`src/sv/rbfat_pkg.sv`:
```
`timescale 1ns / 1ps
package rbfat_pkg;

    typedef enum logic [5:0] {
        ST_IDLE, ST_EW, ST_RW, ST_DRV, ST_ESQ, ST_DSQ, ST_G, ST_SQRT, ST_B, ST_BR,
        ST_WRD, ST_WM1, ST_WM2, ST_WM3, ST_WM4, ST_WM5, ST_WM6, ST_WM7,
        ST_GRD, ST_GD, ST_GQ0, ST_GQ1, ST_GDS, ST_GZM, ST_GZ, ST_GNM, ST_GN, ST_GNR,
        ST_HM, ST_HQ, ST_HR, ST_HC,
        ST_GH, ST_GF, ST_GA,
        ST_T1, ST_T2, ST_T3
    } t_state;

    typedef struct packed {
        t_state     step;
        logic       accept;
        logic       load;
        logic [3:0] cidx;
        logic [3:0] k;
    } t_cmd;

    localparam logic [2:0] CFG_ADAPT = 3'd0;
    localparam logic [2:0] CFG_LEAK  = 3'd1;
    localparam logic [2:0] CFG_POS   = 3'd2;
    localparam logic [2:0] CFG_VEL   = 3'd3;
    localparam logic [2:0] CFG_STEP  = 3'd4;
    localparam logic [2:0] CFG_ITW   = 3'd5;
    localparam logic [2:0] CFG_ERRW  = 3'd6;
    localparam logic [2:0] CFG_RATEW = 3'd7;

    localparam logic [3:0]  CENTERS    = 4'd9;
    localparam logic [3:0]  EXP_TERMS  = 4'd12;
    localparam logic [4:0]  SQRT_LAST  = 5'd31;
    localparam logic [15:0] LN2_Q16    = 16'd45426;
    localparam logic [16:0] LN2_RECIP  = 17'd94548;   // floor(2^32 / ln2_q16)
    localparam logic [21:0] Z_LIMIT    = 22'h200000;  // 32.0

    function automatic logic signed [31:0] sat32(input logic signed [65:0] x);
        if (x > 66'sh0_7FFF_FFFF)
            return 32'sh7FFF_FFFF;
        else if (x < -66'sh0_8000_0000)
            return 32'sh8000_0000;
        else
            return x[31:0];
    endfunction

    function automatic logic signed [65:0] sx66(input logic signed [31:0] x);
        return {{34{x[31]}}, x};
    endfunction

    function automatic logic signed [31:0] center(input logic [3:0] c);
        case (c)
            4'd0:    return -32'sd196608;
            4'd1:    return -32'sd131072;
            4'd2:    return -32'sd98304;
            4'd3:    return -32'sd65536;
            4'd4:    return 32'sd0;
            4'd5:    return 32'sd65536;
            4'd6:    return 32'sd98304;
            4'd7:    return -32'sd131072;
            4'd8:    return -32'sd196608;
            default: return 32'sd0;
        endcase
    endfunction

    // floor(2^32/k), k=1 uses 2^32-1; the quotient estimate is low by at most one
    function automatic logic [31:0] recip(input logic [3:0] k);
        case (k)
            4'd1:    return 32'd4294967295;
            4'd2:    return 32'd2147483648;
            4'd3:    return 32'd1431655765;
            4'd4:    return 32'd1073741824;
            4'd5:    return 32'd858993459;
            4'd6:    return 32'd715827882;
            4'd7:    return 32'd613566756;
            4'd8:    return 32'd536870912;
            4'd9:    return 32'd477218588;
            4'd10:   return 32'd429496729;
            4'd11:   return 32'd390451572;
            4'd12:   return 32'd357913941;
            default: return 32'd0;
        endcase
    endfunction

endpackage

```
`src/sv/rbfat_ctrl.sv`:
```
`timescale 1ns / 1ps
module rbfat_ctrl #(
    parameter int NEURONS = 9,
    parameter int IW = 4
) (
    input  logic            i_clk,
    input  logic            i_rst_n,
    input  logic            i_in_valid,
    output logic            o_in_ready,
    output logic            o_out_valid,
    input  logic            i_out_ready,
    output rbfat_pkg::t_cmd o_cmd,
    output logic [IW-1:0]   o_idx
);

    rbfat_pkg::t_state r_state, n_state;
    logic [IW-1:0] r_idx;
    logic [3:0]    r_cidx;
    logic [3:0]    r_k;
    logic [4:0]    r_cnt;
    logic          r_ovalid;
    logic          last;
    logic          stall;

    assign last  = (r_idx == IW'(NEURONS - 1));
    assign stall = r_ovalid && !i_out_ready;

    always_comb begin
        n_state = r_state;
        case (r_state)
            rbfat_pkg::ST_IDLE: if (i_in_valid) n_state = rbfat_pkg::ST_EW;
            rbfat_pkg::ST_EW:   n_state = rbfat_pkg::ST_RW;
            rbfat_pkg::ST_RW:   n_state = rbfat_pkg::ST_DRV;
            rbfat_pkg::ST_DRV:  n_state = rbfat_pkg::ST_ESQ;
            rbfat_pkg::ST_ESQ:  n_state = rbfat_pkg::ST_DSQ;
            rbfat_pkg::ST_DSQ:  n_state = rbfat_pkg::ST_G;
            rbfat_pkg::ST_G:    n_state = rbfat_pkg::ST_SQRT;
            rbfat_pkg::ST_SQRT: if (r_cnt == rbfat_pkg::SQRT_LAST) n_state = rbfat_pkg::ST_B;
            rbfat_pkg::ST_B:    n_state = rbfat_pkg::ST_BR;
            rbfat_pkg::ST_BR:   n_state = rbfat_pkg::ST_WRD;
            rbfat_pkg::ST_WRD:  n_state = rbfat_pkg::ST_WM1;
            rbfat_pkg::ST_WM1:  n_state = rbfat_pkg::ST_WM2;
            rbfat_pkg::ST_WM2:  n_state = rbfat_pkg::ST_WM3;
            rbfat_pkg::ST_WM3:  n_state = rbfat_pkg::ST_WM4;
            rbfat_pkg::ST_WM4:  n_state = rbfat_pkg::ST_WM5;
            rbfat_pkg::ST_WM5:  n_state = rbfat_pkg::ST_WM6;
            rbfat_pkg::ST_WM6:  n_state = rbfat_pkg::ST_WM7;
            rbfat_pkg::ST_WM7:  n_state = last ? rbfat_pkg::ST_GRD : rbfat_pkg::ST_WRD;
            rbfat_pkg::ST_GRD:  n_state = rbfat_pkg::ST_GD;
            rbfat_pkg::ST_GD:   n_state = rbfat_pkg::ST_GQ0;
            rbfat_pkg::ST_GQ0:  n_state = rbfat_pkg::ST_GQ1;
            rbfat_pkg::ST_GQ1:  n_state = rbfat_pkg::ST_GDS;
            rbfat_pkg::ST_GDS:  n_state = rbfat_pkg::ST_GZM;
            rbfat_pkg::ST_GZM:  n_state = rbfat_pkg::ST_GZ;
            rbfat_pkg::ST_GZ:   n_state = rbfat_pkg::ST_GNM;
            rbfat_pkg::ST_GNM:  n_state = rbfat_pkg::ST_GN;
            rbfat_pkg::ST_GN:   n_state = rbfat_pkg::ST_GNR;
            rbfat_pkg::ST_GNR:  n_state = rbfat_pkg::ST_HM;
            rbfat_pkg::ST_HM:   n_state = rbfat_pkg::ST_HQ;
            rbfat_pkg::ST_HQ:   n_state = rbfat_pkg::ST_HR;
            rbfat_pkg::ST_HR:   n_state = rbfat_pkg::ST_HC;
            rbfat_pkg::ST_HC:   n_state = (r_k == 4'd1) ? rbfat_pkg::ST_GH : rbfat_pkg::ST_HM;
            rbfat_pkg::ST_GH:   n_state = rbfat_pkg::ST_GF;
            rbfat_pkg::ST_GF:   n_state = rbfat_pkg::ST_GA;
            rbfat_pkg::ST_GA:   n_state = last ? rbfat_pkg::ST_T1 : rbfat_pkg::ST_GRD;
            rbfat_pkg::ST_T1:   n_state = rbfat_pkg::ST_T2;
            rbfat_pkg::ST_T2:   n_state = rbfat_pkg::ST_T3;
            rbfat_pkg::ST_T3:   if (!stall) n_state = rbfat_pkg::ST_IDLE;
            default:            n_state = rbfat_pkg::ST_IDLE;
        endcase
    end

    always_comb begin
        o_in_ready    = (r_state == rbfat_pkg::ST_IDLE);
        o_cmd.step    = r_state;
        o_cmd.accept  = (r_state == rbfat_pkg::ST_IDLE) && i_in_valid;
        o_cmd.load    = (r_state == rbfat_pkg::ST_T3) && !stall;
        o_cmd.cidx    = r_cidx;
        o_cmd.k       = r_k;
        o_idx         = r_idx;
        o_out_valid   = r_ovalid;
    end

    always_ff @(posedge i_clk) begin
        if (!i_rst_n) begin
            r_state  <= rbfat_pkg::ST_IDLE;
            r_idx    <= '0;
            r_cidx   <= '0;
            r_k      <= '0;
            r_cnt    <= '0;
            r_ovalid <= 1'b0;
        end else begin
            r_state <= n_state;
            if (o_cmd.load)
                r_ovalid <= 1'b1;
            else if (i_out_ready)
                r_ovalid <= 1'b0;
            case (r_state)
                rbfat_pkg::ST_G:    r_cnt <= '0;
                rbfat_pkg::ST_SQRT: r_cnt <= r_cnt + 5'd1;
                rbfat_pkg::ST_BR: begin
                    r_idx  <= '0;
                    r_cidx <= '0;
                end
                rbfat_pkg::ST_WM7, rbfat_pkg::ST_GA: begin
                    // neuron i takes center i mod 9
                    if (last) begin
                        r_idx  <= '0;
                        r_cidx <= '0;
                    end else begin
                        r_idx  <= r_idx + IW'(1);
                        r_cidx <= (r_cidx == rbfat_pkg::CENTERS - 4'd1) ? 4'd0
                                                                        : r_cidx + 4'd1;
                    end
                end
                rbfat_pkg::ST_GNR:  r_k <= rbfat_pkg::EXP_TERMS;
                rbfat_pkg::ST_HC:   r_k <= r_k - 4'd1;
                default: ;
            endcase
        end
    end

    a_idx_range: assert property (@(posedge i_clk) disable iff (!i_rst_n)
        r_idx <= IW'(NEURONS - 1))
        else $error("neuron index out of range");

    a_k_range: assert property (@(posedge i_clk) disable iff (!i_rst_n)
        (r_state == rbfat_pkg::ST_HM || r_state == rbfat_pkg::ST_HR ||
         r_state == rbfat_pkg::ST_HC) |-> (r_k >= 4'd1 && r_k <= rbfat_pkg::EXP_TERMS))
        else $error("series term out of range");

    a_cidx_range: assert property (@(posedge i_clk) disable iff (!i_rst_n)
        r_cidx < rbfat_pkg::CENTERS)
        else $error("center index out of range");

    a_load_free: assert property (@(posedge i_clk) disable iff (!i_rst_n)
        o_cmd.load |-> (!r_ovalid || i_out_ready))
        else $error("result loaded over an untaken one");

endmodule

```
`config.mk`:
```
export PLATFORM = sky130hd
export DESIGN_NAME = rbfat_ctrl
export DESIGN_NICKNAME = d
export VERILOG_FILES = /design/src/sv/rbfat_pkg.sv /design/src/sv/rbfat_ctrl.sv
export SDC_FILE = /design/constraint.sdc
export NUM_CORES = 1
export LEC_CHECK = 0
export BUFFER_PORTS_ARGS = -buffer_cell sky130_fd_sc_hd__buf_2
export CORE_ASPECT_RATIO = 1.1
export CORE_UTILIZATION = 56
export CTS_CLUSTER_DIAMETER = 100
export CTS_CLUSTER_SIZE = 12
export DETAILED_ROUTE_END_ITERATION = 7
export HOLD_SLACK_MARGIN = 0.06
export PLACE_DENSITY_LB_ADDON = 0.15
export SLEW_MARGIN = 40
export SYNTH_ARGS = -nofsm -noshare
export SYNTH_HDL_FRONTEND = slang
export SYNTH_SLANG_ARGS = --single-unit
export TNS_END_PERCENT = 5
```
`constraint.sdc`:
```
create_clock -name i_clk -period 2.22 [get_ports i_clk]
set_input_delay 0.444 -clock i_clk [delete_from_list [all_inputs] [get_ports i_clk]]
set_output_delay 0.444 -clock i_clk [all_outputs]
set_load 0.05 [all_outputs]
```
==> impl_metrics.env, run 1 <==
export IMPL_boundaryPins=26
export IMPL_ys_async_sr_fraction_pct=0
export IMPL_rows=19
export IMPL_p_leak_uw=0.000760
export IMPL_synth_area_leaders="dfxtp_1 30%, ha_1 6.3%, nor2b_1 5.1%"
export IMPL_endpoint_kind="primary output"
export IMPL_arrival_ps=1660
export IMPL_portBuffers=25
export IMPL_cts_buffers=3
export IMPL_remaining_drc_errors=0
export IMPL_grt_remaining_overflow=0
export IMPL_synth_top_cell_by_area="dfxtp_1"
export IMPL_vias=1532
export IMPL_finalHoldViolCount=0
export IMPL_vdd_drop_max_mv=1.11
export IMPL_initial_core_util_pct=61.2
export IMPL_dpl_cell_count=241
export IMPL_drt_iter0_markers=43
export IMPL_start_kind="flop"
export IMPL_maxCapViolCount=0
export IMPL_grt_pass1_wl_um=5500
export IMPL_crit_buf_inv=2
export IMPL_die_y_um=58.1
export IMPL_clk_pin_slew_ps=130
export IMPL_dr_pass1_iters=4
export IMPL_synth_flop_cell="dfxtp_1"
export IMPL_ys_ff_latch=24
export IMPL_p_int_uw=928
export IMPL_final_setup_viol_count=0
export IMPL_cts_max_level=1
export IMPL_instances_no_fill=245
export IMPL_fin_crit_ps=2110
export IMPL_status="finished clean"
export IMPL_clock_path_buffers=2
export IMPL_path_class="reg2out"
export IMPL_relSlewSlack_pct=68.0
export IMPL_filler_cell_count=227
export IMPL_core_mm2=0.00262
export IMPL_postSynthAreaPerCell_um2=8.17
export IMPL_first_global_vias=1251
export IMPL_yosysWarnings=0
export IMPL_place_congestion=0.873
export IMPL_switchingPower_uw=777
export IMPL_setup_tns_ps=0
export IMPL_fp_dieW_um=53.0
export IMPL_routed_wl_um=3460
export IMPL_hold_path_class="in2reg"
export IMPL_via_per_inst=6.25
export IMPL_cts_tree="built"
export IMPL_postSynthNetCount=208
export IMPL_ant_nets=0
export IMPL_hold_buffers=0
export IMPL_synthDistinctLibCells=54
export IMPL_diodes=0
export IMPL_synth_seq_area_share_pct=30.0
export IMPL_area_delta_synth_final_pct=11.6
export IMPL_cts_sinks=24
export IMPL_r2r_start="r_state[3]$_SDFFE_PN0P_"
export IMPL_critPathTopFamily="simple AND/OR/NAND/NOR gates"
export IMPL_dieArea_mm2=0.00308
export IMPL_layout_drive_gt1_share_pct=21.0
export IMPL_routedWlPerCell_um=14.1
export IMPL_required_ps=1780
export IMPL_combPwrFrac_pct=47.2
export IMPL_pwr_share_clk_pct=18.7
export IMPL_synth_edf_count=0
export IMPL_rsz0062_at_grt="false"
export IMPL_cp_slowest_cell="dfxtp_1"
export IMPL_path_cells="buf_4 -> nor2_1 -> and3_1 -> and2_2 -> buf_2"
export IMPL_clk_latency_ps=320
export IMPL_hold_start="i_rst_n"
export IMPL_crit_start="r_state[3]$_SDFFE_PN0P_"
export IMPL_globalRouteTotalUtil_pct=23.7
export IMPL_p_per_area_mw_per_mm2=954
export IMPL_fin_crit_sh_pct=95.0
export IMPL_fmax_mhz=474
export IMPL_clock_skew_ps=2.20
export IMPL_slew_violations=0
export IMPL_yosysTopAreaCellShare_pct=30.0
export IMPL_synth_cells=196
export IMPL_cts_root_buf="clkbuf_4"
export IMPL_sw_frac_of_total_pct=45.6
export IMPL_worstMarginPinSlew_ps=480
export IMPL_syn_cell_area_mm2=0.00160
export IMPL_cp_slowest_stage_delay_ps=340
export IMPL_antenna_found_initial=0
export IMPL_grt_max_degree=22
export IMPL_final_nets=227
export IMPL_seq_power_share_pct=34.1
export IMPL_crit_fanout=21
export IMPL_place_hpwl_um=2500
stage by stage:
step / util [%] / hold WS [ps] / setup slack, ps / cell area [um2] / power, uW
2_1_floorplan: - / 472 / -76.1 / 1610 / 1240
3_3_place_gp: 66.0 / 459 / 387 / 1730 / 1360
3_5_place_dp: 66.0 / 482 / 337 / 1730 / 1380
4_1_cts: 68.0 / 477 / 22.3 / 1780 / 1700
5_1_grt: 68.4 / 485 / 30.4 / 1790 / 1800
6_report: 68.4 / 485 / 112 / 1790 / 1710
final timing paths:
check | slack [ps] | to | depth (start not counted)
setup / recovery | 110 | o_cmd[9] | 5
hold / removal | 480 | r_state[4]$_SDFFE_PN0P_ | 2
setup reg to reg | 390 | r_state[3]$_SDFFE_PN0P_ | 5
hold reg to reg | 500 | r_k[3]$_SDFFE_PN0P_ | 2
flip-flops by register name (all words and copies together) (netlist names):
signal / cells
r_k: 4
o_out_valid: 1
r_cidx: 4
r_cnt: 5
o_idx: 4
r_state: 6
cell usage after synthesis (3+ instances only):
library cell and n:
o21ai_0 10, nor2_1 11, a22o_1 3, nand4_1 4
nor2b_1 13, nand2_1 6, a211oi_1 4, o21a_1 3
nor3_1 7, nor3b_1 4, clkbuf_1 7, a31oi_1 3
buf_2 6, inv_1 12, nand3_1 9, a21oi_1 6
and3_1 4, a221o_1 3, ha_1 8, dfxtp_1 24
a21boi_0 3
layout by cell type (no fill, tap or decap), types with 3 or more instances in the layout:
| cell type | Yosys | layout |
|---|---|---|
| buf_2 | 6 | 25 |
| dfxtp_1 | 24 | 21 |
| nor2b_1 | 13 | 12 |
| inv_1 | 12 | 12 |
| nor2_1 | 11 | 11 |
| o21ai_0 | 10 | 10 |
| nand3_1 | 9 | 9 |
| ha_1 | 8 | 8 |
| nor3_1 | 7 | 7 |
| nand2_1 | 6 | 6 |
| a21oi_1 | 6 | 6 |
| and3_1 | 4 | 4 |
| nand4_1 | 4 | 4 |
| a211oi_1 | 4 | 4 |
| buf_4 | 0 | 4 |
| nor3b_1 | 4 | 3 |
| a21boi_0 | 3 | 3 |
| o21a_1 | 3 | 3 |
| a22o_1 | 3 | 3 |
| a31oi_1 | 3 | 3 |
| a221o_1 | 3 | 3 |
| clkbuf_4 | 0 | 3 |
| dfxtp_2 | 0 | 3 |
area by class of cell:
cell class / instances / area [um2] / area share, %
flip-flops and latches: 24 / 484 / 27.1
clock buffers: 3 / 22.5 / 1.26
well taps: 31 / 38.8 / 2.17
multi-input cells: 145 / 1010 / 56.6
inverters: 12 / 45.0 / 2.52
repair buffers: 29 / 155 / 8.68
clock inverters: 1 / 30.0 / 1.68
layer usage:
| layer | up-vias | GRT usage (%) | share of wire [%] |
|---|---|---|---|
| met1 | 738 | 33.8 | 49 |
| met3 | 4 | 3.15 | 2.4 |
| met5 | - | 0 | 0 |
| met4 | 0 | 4.51 | 0.81 |
| li1 | 767 | - | - |
| met2 | 23 | 38.0 | 47 |
what timing repair did:
item | in CTS | in global routing
setup endpoints to repair | 0 | 2
gates resized for setup | 0 | 4
setup buffers | 0 | 0
kinds of logic after synthesis:
| group | count (synthesis) | synth area share [%] |
|---|---|---|
| AO/OA/AOI/OAI | 55 | 24.9 |
| buffers and inverters | 27 | 7.34 |
| multiplexers | 1 | 0.703 |
| AND/OR/NAND/NOR | 79 | 29.7 |
| flip-flops | 24 | 30.0 |
| XOR/XNOR | 2 | 1.09 |
| adder cells (fa/ha/maj) | 8 | 6.25 |
power groups by stage:
stage | Combinational (uW) | Clock, uW | Sequential (uW)
floorplan | 603 | 0 | 637
detailed placement | 796 | 0 | 583
CTS | 799 | 327 | 574
global route | 866 | 342 | 595
finish | 804 | 319 | 582
global placement | 788 | 0 | 577
(Power assumes the default switching activity.)
==> run 2, diff against run 1 <==
--- a/config.mk
+++ b/config.mk
@@ -5,9 +5,10 @@
 export SDC_FILE = /design/constraint.sdc
 export NUM_CORES = 1
 export LEC_CHECK = 0
+export ABC_AREA = 1
 export BUFFER_PORTS_ARGS = -buffer_cell sky130_fd_sc_hd__buf_2
 export CORE_ASPECT_RATIO = 1.1
-export CORE_UTILIZATION = 56
+export CORE_UTILIZATION = 60
 export CTS_CLUSTER_DIAMETER = 100
 export CTS_CLUSTER_SIZE = 12
 export DETAILED_ROUTE_END_ITERATION = 7
==> constraint.sdc (replaced) <==
create_clock -name i_clk -period 2.6 [get_ports i_clk]
set_input_delay 0.52 -clock i_clk [delete_from_list [all_inputs] [get_ports i_clk]]
set_output_delay 0.52 -clock i_clk [all_outputs]
set_load 0.05 [all_outputs]
==> impl_metrics.env, run 2 <==
export IMPL_status="finished clean"
export IMPL_via_per_inst=5.40
export IMPL_ys_async_sr_fraction_pct=0
export IMPL_worstMarginPinSlew_ps=490
export IMPL_layout_drive_gt1_share_pct=17.0
export IMPL_largest_reg_flops=6
export IMPL_cts_setup_buffers=0
export IMPL_routedWlPerCell_um=12.3
export IMPL_synth_seq_area_share_pct=29.8
export IMPL_top_regs="r_state: 6 flops, r_cnt: 5 flops"
export IMPL_synth_cells=256
export IMPL_cp_slowest_cell="dfxtp_1"
export IMPL_grt_pass1_wl_um=6480
export IMPL_final_setup_viol_count=0
export IMPL_synth_common_cells="72 x nand2_1, 31 x inv_1, 28 x nor2_1, 24 x dfxtp_1, 24 x nand3_1"
export IMPL_diodes=0
export IMPL_cts_max_level=1
export IMPL_clock_skew_ps=9.04
export IMPL_highest_layer="met4"
export IMPL_filler_cell_count=271
export IMPL_clock_path_buffers=2
export IMPL_place_hpwl_um=2990
export IMPL_yosysWarnings=0
export IMPL_start_kind="flop"
export IMPL_die_y_um=56.4
export IMPL_remaining_drc_errors=0
export IMPL_place_congestion=0.932
export IMPL_power_uw=935
export IMPL_synth_area_leaders="dfxtp_1 30%, nand2_1 17%, nand3_1 7.4%"
export IMPL_area_delta_synth_final_pct=11.9
export IMPL_relSlewSlack_pct=67.3
export IMPL_dieArea_mm2=0.00290
export IMPL_rows=19
export IMPL_cts_tree="built"
export IMPL_ant_nets=0
export IMPL_worst_slack_ps=372
export IMPL_p_per_area_mw_per_mm2=518
export IMPL_final_nets=296
export IMPL_synth_top_cell_by_area="dfxtp_1"
export IMPL_routed_wl_um=3860
export IMPL_fp_dieW_um=51.4
export IMPL_yosysTopAreaCellShare_pct=29.8
export IMPL_postSynthAreaPerCell_um2=6.30
export IMPL_synthDistinctLibCells=27
export IMPL_wl_met2_um=1830
export IMPL_synth_flop_cell="dfxtp_1"
export IMPL_dp_slack_ps=761
export IMPL_setup_tns_ps=0
export IMPL_ys_ff_latch=24
export IMPL_vias=1696
export IMPL_cts_sinks=24
export IMPL_path_cells="inv_1 -> nor2_2 -> nand4_1 -> nor2_1 -> buf_2"
export IMPL_fin_crit_ps=2230
export IMPL_wl_met3_um=224
export IMPL_final_core_util_pct=71.6
export IMPL_maxCapViolCount=0
export IMPL_cp_slowest_stage_delay_ps=420
export IMPL_reg2reg_depth=11
export IMPL_whs_ps=487
export IMPL_hold_path_depth=2
export IMPL_fmax_mhz=449
export IMPL_synth_most_common_cell="nand2_1"
export IMPL_path_class="reg2out"
export IMPL_cts_root_buf="clkbuf_4"
export IMPL_synth_top_family_by_area="simple AND/OR/NAND/NOR gates"
export IMPL_portBuffers=25
export IMPL_crit_fanout=7
export IMPL_arrival_ps=1710
export IMPL_yosys_area_share_xor_xnor_pct=2.17
export IMPL_synth_adder_area_share_pct=6.21
export IMPL_syn_cell_area_mm2=0.00161
export IMPL_drt_iter0_markers=68
export IMPL_synth_area_mux_share_pct=0
export IMPL_grt_max_degree=16
export IMPL_synth_edf_count=0
export IMPL_finalHoldViolCount=0
export IMPL_hold_buffers=0
export IMPL_initial_core_util_pct=64.0
export IMPL_endpoint_kind="primary output"
export IMPL_layout_commonest_cell="nand2_1"
export IMPL_largest_register="r_state"
export IMPL_globalRouteTotalUtil_pct=29.1
export IMPL_clk_latency_ps=320
export IMPL_slew_violations=0
export IMPL_p_leak_uw=0.000928
export IMPL_cts_resized=0
export IMPL_first_global_vias=1498
export IMPL_antenna_found_initial=0
export IMPL_rsz0062_at_grt="false"
export IMPL_hold_path_class="reg2reg"
export IMPL_grt_remaining_overflow=0
export IMPL_synth_compound_area_share_pct=14.0
export IMPL_dr_pass1_iters=5
export IMPL_clk_pin_slew_ps=140
export IMPL_boundaryPins=26
export IMPL_cts_buffers=3
export IMPL_yosys_area_share_simple_pct=38.5
export IMPL_core_mm2=0.00252
export IMPL_required_ps=2080
export IMPL_fin_crit_sh_pct=85.7
export IMPL_met1Wirelength_um=1750
export IMPL_postSynthNetCount=268
export IMPL_vdd_drop_max_mv=0.482
export IMPL_final_cell_mix="72 x nand2_1, 31 x inv_1, 28 x nor2_1"
==> run 2: cell types whose count changed after synthesis, moves of 6 or more <==
cell,previous run,this run
a21oi_1,6,22
clkbuf_1,7,1
inv_1,12,31
nand2_1,6,72
nand3_1,9,24
nor2_1,11,28
nor2_2,0,6
nor2b_1,13,0
nor3_1,7,0
==> run 2: final cells by class <==
cell class | count | area (um2) | share of cell area [%]
Clock buffer | 4 | 36.3 | 2.01
Inverter | 34 | 128 | 7.07
Multi-Input combinational cell | 194 | 981 | 54.4
Sequential cell | 24 | 480 | 26.6
Tap cell | 31 | 38.8 | 2.15
Timing Repair Buffer | 27 | 140 | 7.77
==> run 2: final timing paths <==
check / start / to / slack (ps)
worst max-delay path: r_state[5]$_SDFFE_PN0P_ / o_cmd[8] / 370
worst min-delay path: r_cnt[4]$_SDFFE_PN0P_ / r_cnt[4]$_SDFFE_PN0P_ / 490
worst max register to register: r_state[4]$_SDFFE_PN0P_ / r_state[3]$_SDFFE_PN0P_ / 980
worst min register to register: r_cnt[4]$_SDFFE_PN0P_ / r_cnt[4]$_SDFFE_PN0P_ / 490
==> run 2: cells by family after synthesis <==
logic type                 count (synthesis)
and+or+nand+nor                          142
AOI/OAI and AO/OA                         40
buffers and inverters                     38
DFF                                       24
adders and majority gates                  8
xor gates and xnor gates                   4
==> run 2: through the flow <==
step | instance area (um2) | instances
3_3_place_gp | 1770 | 310
5_1_grt | 1800 | 314
2_1_floorplan | 1610 | 256
3_5_place_dp | 1770 | 310
6_report | 1800 | 314
4_1_cts | 1800 | 314
==> run 2: power by group <==
group	switching, uW	internal, uW	total, uW
clock network	119	85.6	204
registers	25.9	382	407
logic	250	72.7	323
==> run 2: worst max-delay path, delay by kind of cell, from the launching register on <==
family / cells / cell delay (ps)
buffers and inverters: 2 / 370
AND/OR/NAND/NOR: 3 / 600
flip-flops: 1 / 420
==> run 2: per-layer routing <==
layer | global-route usage (%) | vias to the layer above
met3 | 3.25 | 10
met4 | 5.79 | 0
li1 | - | 872
met2 | 51.4 | 64
met1 | 37.5 | 750
met5 | 0 | -
